**config.mk**
```make
export PLATFORM = sky130hd
export DESIGN_NAME = temperature_tracking_filter_unit
export DESIGN_NICKNAME = d
export VERILOG_FILES = /design/src/rtl/tft_pkg.sv /design/src/rtl/tft_cfg.sv /design/src/rtl/tft_dp.sv /design/src/rtl/tft_ctrl.sv /design/src/rtl/temperature_tracking_filter_unit.sv
export VERILOG_INCLUDE_DIRS = /design/src /design/src/rtl
export SDC_FILE = /design/constraint.sdc
export NUM_CORES = 2
export LEC_CHECK = 0
export BUFFER_PORTS_ARGS = -buffer_cell sky130_fd_sc_hd__buf_2
export CAP_MARGIN = 10
export CORE_MARGIN = 2
export CORE_UTILIZATION = 30
export CTS_CLUSTER_DIAMETER = 120
export DETAILED_ROUTE_END_ITERATION = 12
export PLACE_DENSITY = 0.44
export SYNTH_ARGS = -nofsm -noshare
export SYNTH_HDL_FRONTEND = slang
export SYNTH_SLANG_ARGS = --single-unit
```
**constraint.sdc**
```tcl
create_clock -name clk -period 14.26 [get_ports clk]
set_input_delay 4.278 -clock clk [delete_from_list [all_inputs] [get_ports clk]]
set_output_delay 4.278 -clock clk [all_outputs]
set_load 0.01 [all_outputs]
```
**src/rtl/assert_macros.svh**
```systemverilog
// Assertion macros used by the RTL controller of the tracking filter.
`ifndef ASSERT_MACROS_SVH
`define ASSERT_MACROS_SVH

// Clocked check, switched off while reset is asserted.
`define ASSERT_CLK(lbl, prop, msg) \
    lbl: assert property (@(posedge clk) disable iff (!rst_n) (prop)) else $error(msg);

// Clocked check that also holds during reset.
`define ASSERT_ALWAYS(lbl, prop, msg) \
    lbl: assert property (@(posedge clk) (prop)) else $error(msg);

`endif

```
**src/rtl/tft_pkg.sv**
```systemverilog
// Shared types, constants and saturation helper of the temperature tracking filter.
`timescale 1ns / 1ps

package tft_pkg;

    localparam int SAMPLE_W   = 12;
    localparam int SCALED_W   = 18;   // sample times 64
    localparam int VAL_W      = 24;
    localparam int GAIN_W     = 17;
    localparam int THR_W      = 23;
    localparam int INV_W      = 16;
    localparam int CFG_IDX_W  = 2;
    localparam int CFG_DATA_W = 23;
    localparam int DELTA_W    = 25;
    localparam int MB_W       = 18;
    localparam int PROD_W     = 42;
    localparam int WIDE_W     = 34;

    localparam logic [CFG_IDX_W-1:0] CFG_GAIN_K     = 2'd0;
    localparam logic [CFG_IDX_W-1:0] CFG_THRESHOLD  = 2'd1;
    localparam logic [CFG_IDX_W-1:0] CFG_INV_PERIOD = 2'd2;

    localparam logic [GAIN_W-1:0] GAIN_RST = 17'd49152;
    localparam logic [GAIN_W-1:0] GAIN_ONE = 17'd65536;
    localparam logic [THR_W-1:0]  THR_RST  = 23'd2560;
    localparam logic [INV_W-1:0]  INV_RST  = 16'd256;

    localparam logic signed [WIDE_W-1:0] WIDE_MAX = 34'sd8388607;
    localparam logic signed [WIDE_W-1:0] WIDE_MIN = -34'sd8388608;
    localparam logic signed [VAL_W-1:0]  VAL_MAX  = 24'sh7FFFFF;
    localparam logic signed [VAL_W-1:0]  VAL_MIN  = 24'sh800000;

    typedef struct packed {
        logic [GAIN_W-1:0] gain_k;
        logic [THR_W-1:0]  threshold;
        logic [INV_W-1:0]  inv_period;
    } tft_cfg_t;

    typedef struct packed {
        logic load_in;
        logic prep;
        logic mul;
        logic upd;
        logic rate;
        logic load_out;
    } tft_cmd_t;

    function automatic logic signed [VAL_W-1:0] sat_val(input logic signed [WIDE_W-1:0] v);
        logic signed [VAL_W-1:0] r;
        if (v > WIDE_MAX)
        begin
            r = VAL_MAX;
        end
        else if (v < WIDE_MIN)
        begin
            r = VAL_MIN;
        end
        else
        begin
            r = v[VAL_W-1:0];
        end
        return r;
    endfunction

endpackage

```
**src/rtl/tft_cfg.sv**
```systemverilog
// Configuration register file: gain, outlier threshold and inverse sample period.
`timescale 1ns / 1ps

module tft_cfg
    import tft_pkg::*;
(
    input  logic                  clk,
    input  logic                  rst_n,
    input  logic                  cfg_valid,
    output logic                  cfg_ready,
    input  logic [CFG_IDX_W-1:0]  cfg_index,
    input  logic [CFG_DATA_W-1:0] cfg_data,
    output tft_cfg_t              cfg
);

    tft_cfg_t cfg_reg;
    tft_cfg_t cfg_next;

    assign cfg_ready = 1'b1;
    assign cfg       = cfg_reg;

    always_comb
    begin
        cfg_next = cfg_reg;
        if (cfg_valid)
        begin
            case (cfg_index)
                CFG_GAIN_K:     cfg_next.gain_k     = cfg_data[GAIN_W-1:0];
                CFG_THRESHOLD:  cfg_next.threshold  = cfg_data[THR_W-1:0];
                CFG_INV_PERIOD: cfg_next.inv_period = cfg_data[INV_W-1:0];
                default:        cfg_next = cfg_reg;
            endcase
        end
    end

    always_ff @(posedge clk or negedge rst_n)
    begin
        if (!rst_n)
        begin
            cfg_reg.gain_k     <= GAIN_RST;
            cfg_reg.threshold  <= THR_RST;
            cfg_reg.inv_period <= INV_RST;
        end
        else
        begin
            cfg_reg <= cfg_next;
        end
    end

endmodule

```
**src/rtl/tft_dp.sv**
```systemverilog
// Datapath: filter state, prediction, shared multiplier, rounding and result registers.
`timescale 1ns / 1ps

module tft_dp
    import tft_pkg::*;
(
    input  logic                    clk,
    input  logic                    rst_n,
    input  tft_cmd_t                cmd,
    input  tft_cfg_t                cfg,
    input  logic                    command,
    input  logic [SAMPLE_W-1:0]     sample,
    input  logic                    sample_valid,
    output logic signed [VAL_W-1:0] estimate,
    output logic                    estimate_ok,
    output logic signed [VAL_W-1:0] rate
);

    // Latched input word
    logic                    cmd_reset_reg;
    logic [SCALED_W-1:0]     s_reg;
    logic                    sv_reg;

    // Filter state
    logic signed [VAL_W-1:0] est_reg, est_next;
    logic                    known_reg, known_next;
    logic signed [VAL_W-1:0] step_reg, step_next;

    // Intermediate values
    logic signed [VAL_W-1:0]  est_eff_reg;
    logic signed [VAL_W-1:0]  pred_reg;
    logic                     inlier_reg;
    logic signed [PROD_W-1:0] prod_reg;

    // Result word
    logic signed [VAL_W-1:0] est_out_reg;
    logic                    ok_out_reg;
    logic signed [VAL_W-1:0] rate_out_reg;

    logic signed [DELTA_W-1:0]       s_ext;
    logic signed [VAL_W-1:0]         est_eff_w;
    logic signed [VAL_W-1:0]         pred_w;
    logic signed [DELTA_W-1:0]       dist_s;
    logic [DELTA_W-1:0]              dist_abs;
    logic                            inlier_w;
    logic [GAIN_W-1:0]               k_w;
    logic signed [DELTA_W-1:0]       mul_a;
    logic signed [MB_W-1:0]          mul_b;
    logic signed [DELTA_W+MB_W-1:0]  prod_full;
    logic signed [PROD_W-1:0]        blend_sum;
    logic signed [PROD_W-1:0]        rate_sum;
    logic signed [WIDE_W-1:0]        nv_wide;
    logic signed [VAL_W-1:0]         nv_w;
    logic signed [VAL_W-1:0]         step_new_w;
    logic signed [VAL_W-1:0]         rate_w;

    assign s_ext = $signed({{(DELTA_W-SCALED_W){1'b0}}, s_reg});

    // An estimate that holds no number yet takes the sample before predicting.
    assign est_eff_w = known_reg ? est_reg : s_ext[VAL_W-1:0];
    assign pred_w    = sat_val(WIDE_W'(est_eff_w) + WIDE_W'(step_reg));
    assign dist_s    = s_ext - DELTA_W'(est_eff_w);
    assign dist_abs  = dist_s[DELTA_W-1] ? DELTA_W'(-dist_s) : DELTA_W'(dist_s);
    assign inlier_w  = dist_abs < {{(DELTA_W-THR_W){1'b0}}, cfg.threshold};

    assign k_w = cfg.gain_k[GAIN_W-1] ? GAIN_ONE : cfg.gain_k;

    // One multiplier serves the blend (prediction minus sample, times gain)
    // and the rate scaling (change per sample, times inverse period).
    always_comb
    begin
        if (cmd.rate)
        begin
            mul_a = DELTA_W'(step_reg);
            mul_b = $signed({{(MB_W-INV_W){1'b0}}, cfg.inv_period});
        end
        else
        begin
            mul_a = DELTA_W'(pred_reg) - s_ext;
            mul_b = $signed({{(MB_W-GAIN_W){1'b0}}, k_w});
        end
    end

    assign prod_full = mul_a * mul_b;

    // new = s + floor((delta * k + half) / 65536)
    assign blend_sum  = (prod_reg + PROD_W'(32768)) >>> 16;
    assign nv_wide    = WIDE_W'(blend_sum[WIDE_W-1:0]) + WIDE_W'(s_ext);
    assign nv_w       = sat_val(nv_wide);
    assign step_new_w = sat_val(WIDE_W'(nv_w) - WIDE_W'(est_eff_reg));

    assign rate_sum = (prod_reg + PROD_W'(128)) >>> 8;
    assign rate_w   = sat_val(rate_sum[WIDE_W-1:0]);

    always_comb
    begin
        est_next   = est_reg;
        known_next = known_reg;
        step_next  = step_reg;
        if (cmd.upd && sv_reg)
        begin
            known_next = 1'b1;
            if (cmd_reset_reg)
            begin
                est_next  = s_ext[VAL_W-1:0];
                step_next = '0;
            end
            else if (inlier_reg)
            begin
                est_next  = nv_w;
                step_next = step_new_w;
            end
            else
            begin
                est_next = pred_reg;
            end
        end
    end

    always_ff @(posedge clk or negedge rst_n)
    begin
        if (!rst_n)
        begin
            est_reg   <= '0;
            known_reg <= 1'b0;
            step_reg  <= '0;
        end
        else
        begin
            est_reg   <= est_next;
            known_reg <= known_next;
            step_reg  <= step_next;
        end
    end

    always_ff @(posedge clk)
    begin
        if (cmd.load_in)
        begin
            cmd_reset_reg <= command;
            s_reg         <= {sample, 6'b0};
            sv_reg        <= sample_valid;
        end
        if (cmd.prep)
        begin
            est_eff_reg <= est_eff_w;
            pred_reg    <= pred_w;
            inlier_reg  <= inlier_w;
        end
        if (cmd.mul || cmd.rate)
        begin
            prod_reg <= prod_full[PROD_W-1:0];
        end
        if (cmd.load_out)
        begin
            est_out_reg  <= known_reg ? est_reg : '0;
            ok_out_reg   <= known_reg;
            rate_out_reg <= rate_w;
        end
    end

    assign estimate    = est_out_reg;
    assign estimate_ok = ok_out_reg;
    assign rate        = rate_out_reg;

endmodule

```
**src/rtl/tft_ctrl.sv**
```systemverilog
// Controller: sequences one word through the datapath and owns the result handshake.
`timescale 1ns / 1ps
`include "assert_macros.svh"

module tft_ctrl
    import tft_pkg::*;
(
    input  logic     clk,
    input  logic     rst_n,
    input  logic     item_valid,
    output logic     item_ready,
    output logic     result_valid,
    input  logic     result_ready,
    output tft_cmd_t cmd
);

    localparam logic [2:0] S_IDLE = 3'd0;
    localparam logic [2:0] S_PREP = 3'd1;
    localparam logic [2:0] S_MUL  = 3'd2;
    localparam logic [2:0] S_UPD  = 3'd3;
    localparam logic [2:0] S_RATE = 3'd4;
    localparam logic [2:0] S_OUT  = 3'd5;

    logic [2:0] state_reg, state_next;
    logic       result_valid_reg, result_valid_next;

    assign item_ready   = (state_reg == S_IDLE);
    assign result_valid = result_valid_reg;

    always_comb
    begin
        cmd          = '0;
        cmd.load_in  = item_valid && (state_reg == S_IDLE);
        cmd.prep     = (state_reg == S_PREP);
        cmd.mul      = (state_reg == S_MUL);
        cmd.upd      = (state_reg == S_UPD);
        cmd.rate     = (state_reg == S_RATE);
        // The result register is reloaded only once the previous word has gone.
        cmd.load_out = (state_reg == S_OUT) && (!result_valid_reg || result_ready);
    end

    always_comb
    begin
        state_next = state_reg;
        case (state_reg)
            S_IDLE:
            begin
                if (item_valid)
                begin
                    state_next = S_PREP;
                end
            end
            S_PREP:  state_next = S_MUL;
            S_MUL:   state_next = S_UPD;
            S_UPD:   state_next = S_RATE;
            S_RATE:  state_next = S_OUT;
            S_OUT:
            begin
                if (cmd.load_out)
                begin
                    state_next = S_IDLE;
                end
            end
            default: state_next = S_IDLE;
        endcase
    end

    always_comb
    begin
        result_valid_next = result_valid_reg;
        if (cmd.load_out)
        begin
            result_valid_next = 1'b1;
        end
        else if (result_ready)
        begin
            result_valid_next = 1'b0;
        end
    end

    always_ff @(posedge clk or negedge rst_n)
    begin
        if (!rst_n)
        begin
            state_reg        <= S_IDLE;
            result_valid_reg <= 1'b0;
        end
        else
        begin
            state_reg        <= state_next;
            result_valid_reg <= result_valid_next;
        end
    end

    `ASSERT_CLK(a_cmd_exclusive, $onehot0(cmd), "two datapath commands in one cycle")
    `ASSERT_CLK(a_accept_starts, (item_valid && item_ready) |=> (state_reg == S_PREP), "accepted word did not start")
    `ASSERT_CLK(a_out_free, cmd.load_out |-> (!result_valid || result_ready), "result overwritten before taken")
    `ASSERT_CLK(a_upd_then_rate, cmd.upd |=> cmd.rate, "rate not scaled after state update")

endmodule

```
**src/rtl/temperature_tracking_filter_unit.sv**
```systemverilog
// Top level of the temperature tracking filter: configuration, controller and datapath.
//
//  channel  direction  handshake                  payload
//  item     in         item_valid / item_ready    command, sample, sample_valid
//  result   out        result_valid / result_ready estimate, estimate_ok, rate
//  cfg      in         cfg_valid / cfg_ready      cfg_index, cfg_data
//
// Each word passes through acceptance, then prediction, multiply, state update,
// rate multiply and result load; the two multiplies share one 25x18 multiplier.
// A new word is accepted once the previous one has reached the result register,
// so a held result stalls the unit only when a second result is ready behind it.
// Reset clears the estimate, its validity and the change, and loads the default configuration.
// Configuration writes are accepted in every cycle.
`timescale 1ns / 1ps

module temperature_tracking_filter_unit
    import tft_pkg::*;
(
    input  logic                    clk,
    input  logic                    rst_n,
    input  logic                    item_valid,
    output logic                    item_ready,
    input  logic                    command,
    input  logic [SAMPLE_W-1:0]     sample,
    input  logic                    sample_valid,
    output logic                    result_valid,
    input  logic                    result_ready,
    output logic signed [VAL_W-1:0] estimate,
    output logic                    estimate_ok,
    output logic signed [VAL_W-1:0] rate,
    input  logic                    cfg_valid,
    output logic                    cfg_ready,
    input  logic [CFG_IDX_W-1:0]    cfg_index,
    input  logic [CFG_DATA_W-1:0]   cfg_data
);

    tft_cfg_t cfg;
    tft_cmd_t cmd;

    tft_cfg u_cfg
    (
        .clk       (clk),
        .rst_n     (rst_n),
        .cfg_valid (cfg_valid),
        .cfg_ready (cfg_ready),
        .cfg_index (cfg_index),
        .cfg_data  (cfg_data),
        .cfg       (cfg)
    );

    tft_ctrl u_ctrl
    (
        .clk          (clk),
        .rst_n        (rst_n),
        .item_valid   (item_valid),
        .item_ready   (item_ready),
        .result_valid (result_valid),
        .result_ready (result_ready),
        .cmd          (cmd)
    );

    tft_dp u_dp
    (
        .clk          (clk),
        .rst_n        (rst_n),
        .cmd          (cmd),
        .cfg          (cfg),
        .command      (command),
        .sample       (sample),
        .sample_valid (sample_valid),
        .estimate     (estimate),
        .estimate_ok  (estimate_ok),
        .rate         (rate)
    );

endmodule

```
==> impl_metrics.ini <==
[route]
first_pass_iters = 5
post_drt_via_cell_ratio = 4.992
dr.first_iter.drc_count = 1666
vias = 24680
remaining_drc_errors = 0
ant_nets = 0
totalWireLength_um = 108900
post_drt_wl_per_cell_um = 22.02

[timing]
finalSetupTns_ps = 0
report.final.setup_viol = 0
fin_crit_sh_pct = 67.66
period_needed_ps = 9648
setup_ws_ps = 4612
hold_ws_ps = 484.6
clock.fmax_ghz = 0.1037
tightest_slew_ps = 1048
hold_viol = 0
relSlewSlack_pct = 29.38
skew_ps = 21.71
final_max_slew_viol_count = 0
rsz0062_at_grt = no

[finish]
area_growth_pct = 10.50
fin_nets = 4179
largest_reg_flops = 56
antenna_cells = 0
layout-drive-gt1-share_pct = 9.430
n_fill_cell = 11030

[setup_path]
cp_num_cells = 29
critPathTopFamily = adder cells
cp_max_fo = 9
rr_endpoint = u_dp.prod_reg[41]
max_stage_delay_ps = 680
critPathCaptureType = register
required_ps = 14540
r2r_start = u_dp.s_reg[6]
rrSetupSlack_ps = 4610
critPathKind = reg -> reg
path_buf_inv = 4
reg2regPathDepth = 29
worst_path_most_repeated_cell = fa_1
crit_arrival_ps = 9920
crit_path_start_kind = register
crit_slowest_cell = a21oi_1

[global_route]
overflow = 0
grt_start_max_net_pins = 79
grt_pass1_vias = 25610
grt_pass1_wl_um = 167900
antenna_found_initial = 2
grt_use_total_pct = 20.15

[logic_synthesis]
synth_seq_cells = 256
synth_fp_nets = 4140
syn_inst = 3475
yosys_warnings = 0
synth_cell_types = 104
ys_seq_area_share_pct = 22.23
synth-edff-count = 147
synth_area_sq_um = 32160
syn_area_per_cell_sq_um = 9.255
synth_flop_cell = edfxtp_1
async_reset_ff_share_pct = 42.58

[min_path]
min_path_type = reg -> reg
min-delay-start = u_dp.est_reg[6]
hold_depth = 2
hold_end = u_dp.est_reg[6]

[clocking]
cts_max_level = 2
hold_buffers = 0
numCtsBuffers = 36
tritoncts = done
clk_latency_ps = 580
root_buffer = clkbuf_16
post-cts-setup-buffer-count = 0
cts.repair.resized = 0
clock_sinks = 256
clkSlewWorstSetupHoldPaths_ps = 60
cts_buffer_depth = 3

[floorplanning]
initial_core_util_pct = 30.13
dieArea_sq_um = 109800
die_x_um = 331.4
coreArea_sq_um = 106800
die_y_um = 331.4
io_pins = 96
core.rowCount = 120

[placed_design]
pre_cts_ws_ps = 4648
dp_hpwl_um = 87790
io_buffers = 94
gp_congestion = 0.8950

[job]
drv_cap = 0

[run_status]
status = complete, no violations
[logic make-up after synthesis]
group,share of synthesized area (%)
and+or+nand+nor,15.50
buffers and inverters,8.147
adders and majority gates,34.52
AOI/OAI and AO/OA,11.63
DFF,22.23
xor gates and xnor gates,5.283
muxes,2.688
other,0.01166
[per-stage QoR]
step / utilization [%] / cells / area, sq um
4_1_cts: 33.28 / 4944 / 35530
3_5_place_dp: 32.07 / 4878 / 34230
5_1_grt: 33.29 / 4945 / 35540
6_report: 33.29 / 4945 / 35540
3_3_place_gp: 32.07 / 4878 / 34230
2_1_floorplan: - / 3475 / 32160
[cell type report]
cell class | instances | area (sq um) | share of cell area [%]
clock inverters | 19 | 252.7 | 0.7112
clock buffers | 47 | 1047 | 2.947
flip-flops and latches | 256 | 7148 | 20.11
inverters | 537 | 2016 | 5.672
repair buffers | 144 | 845.8 | 2.380
well taps | 1403 | 1755 | 4.940
multi-input cells | 2539 | 22470 | 63.24
[layer usage]
metal	wire length, um	track usage [%]
met4	3397	6.092
met2	50760	33.01
met1	50010	28.20
met3	4724	1.847
met5	0	0
[synthesized netlist by cell type, drive strengths merged, types with 6 or more instances]
| cell type | n | share of area, % |
|---|---|---|
| a22oi | 12 | 0.28 |
| nand4 | 33 | 0.68 |
| nor2 | 323 | 3.8 |
| nand3 | 51 | 0.85 |
| nor3b | 14 | 0.33 |
| nor2b | 30 | 0.58 |
| inv | 537 | 6.3 |
| clkbuf | 117 | 1.4 |
| dfrtp | 104 | 8.1 |
| ha | 208 | 8.1 |
| o211ai | 13 | 0.30 |
| nor3 | 50 | 0.85 |
| fa | 413 | 26 |
| nand2 | 393 | 4.6 |
| xor2 | 78 | 2.1 |
| a31oi | 22 | 0.51 |
| nand3b | 8 | 0.19 |
| edfxtp | 147 | 14 |
| nor4 | 13 | 0.37 |
| and3 | 33 | 0.66 |
| a211oi | 12 | 0.32 |
| a21o | 68 | 1.6 |
| o21bai | 16 | 0.37 |
| or2 | 15 | 0.30 |
| maj3 | 23 | 0.72 |
| a221o | 25 | 0.78 |
| o21a | 36 | 0.86 |
| a21oi | 135 | 2.1 |
| mux2i | 20 | 0.62 |
| buf | 26 | 0.51 |
| a221oi | 6 | 0.18 |
| and2 | 44 | 0.86 |
| mux2 | 59 | 2.1 |
| o31ai | 12 | 0.30 |
| nand2b | 37 | 0.72 |
| xnor2 | 116 | 3.2 |
| o21ai | 118 | 1.8 |
| or3 | 13 | 0.25 |
[cell usage in the layout, fill, tap and decap left out, types with 42 or more instances in the layout]
| cell | instances |
|---|---|
| edfxtp_1 | 147 |
| and2_1 | 42 |
| ha_1 | 208 |
| mux2_2 | 59 |
| a21o_1 | 68 |
| fa_1 | 413 |
| o21ai_0 | 99 |
| nor3_1 | 48 |
| xor2_1 | 78 |
| xnor2_1 | 115 |
| buf_2 | 94 |
| inv_1 | 536 |
| dfrtp_1 | 104 |
| nand3_1 | 49 |
| nor2_1 | 322 |
| nand2_1 | 393 |
| buf_4 | 50 |
| a21oi_1 | 129 |
[worst max-delay path by stage]
| stage | start | endpoint |
|---|---|---|
| final | u_dp.s_reg[6] | u_dp.prod_reg[41] |
| after global routing | u_dp.s_reg[6] | u_dp.prod_reg[41] |
| after global placement | u_dp.s_reg[6] | u_dp.prod_reg[41] |
| after CTS | u_dp.s_reg[6] | u_dp.prod_reg[41] |
| after floorplan | u_dp.pred_reg[6] | u_dp.prod_reg[41] |
| after detailed placement | u_dp.s_reg[6] | u_dp.prod_reg[41] |
[worst min-delay path: cells and delay by family (launching register included)]
family,cells,cell delay [ps]
flops,1,330
simple gates,1,50
compound gates,1,60
Power is not shown: default switching activity piles up to over one toggle a cycle in this logic, so the estimate is an artifact.
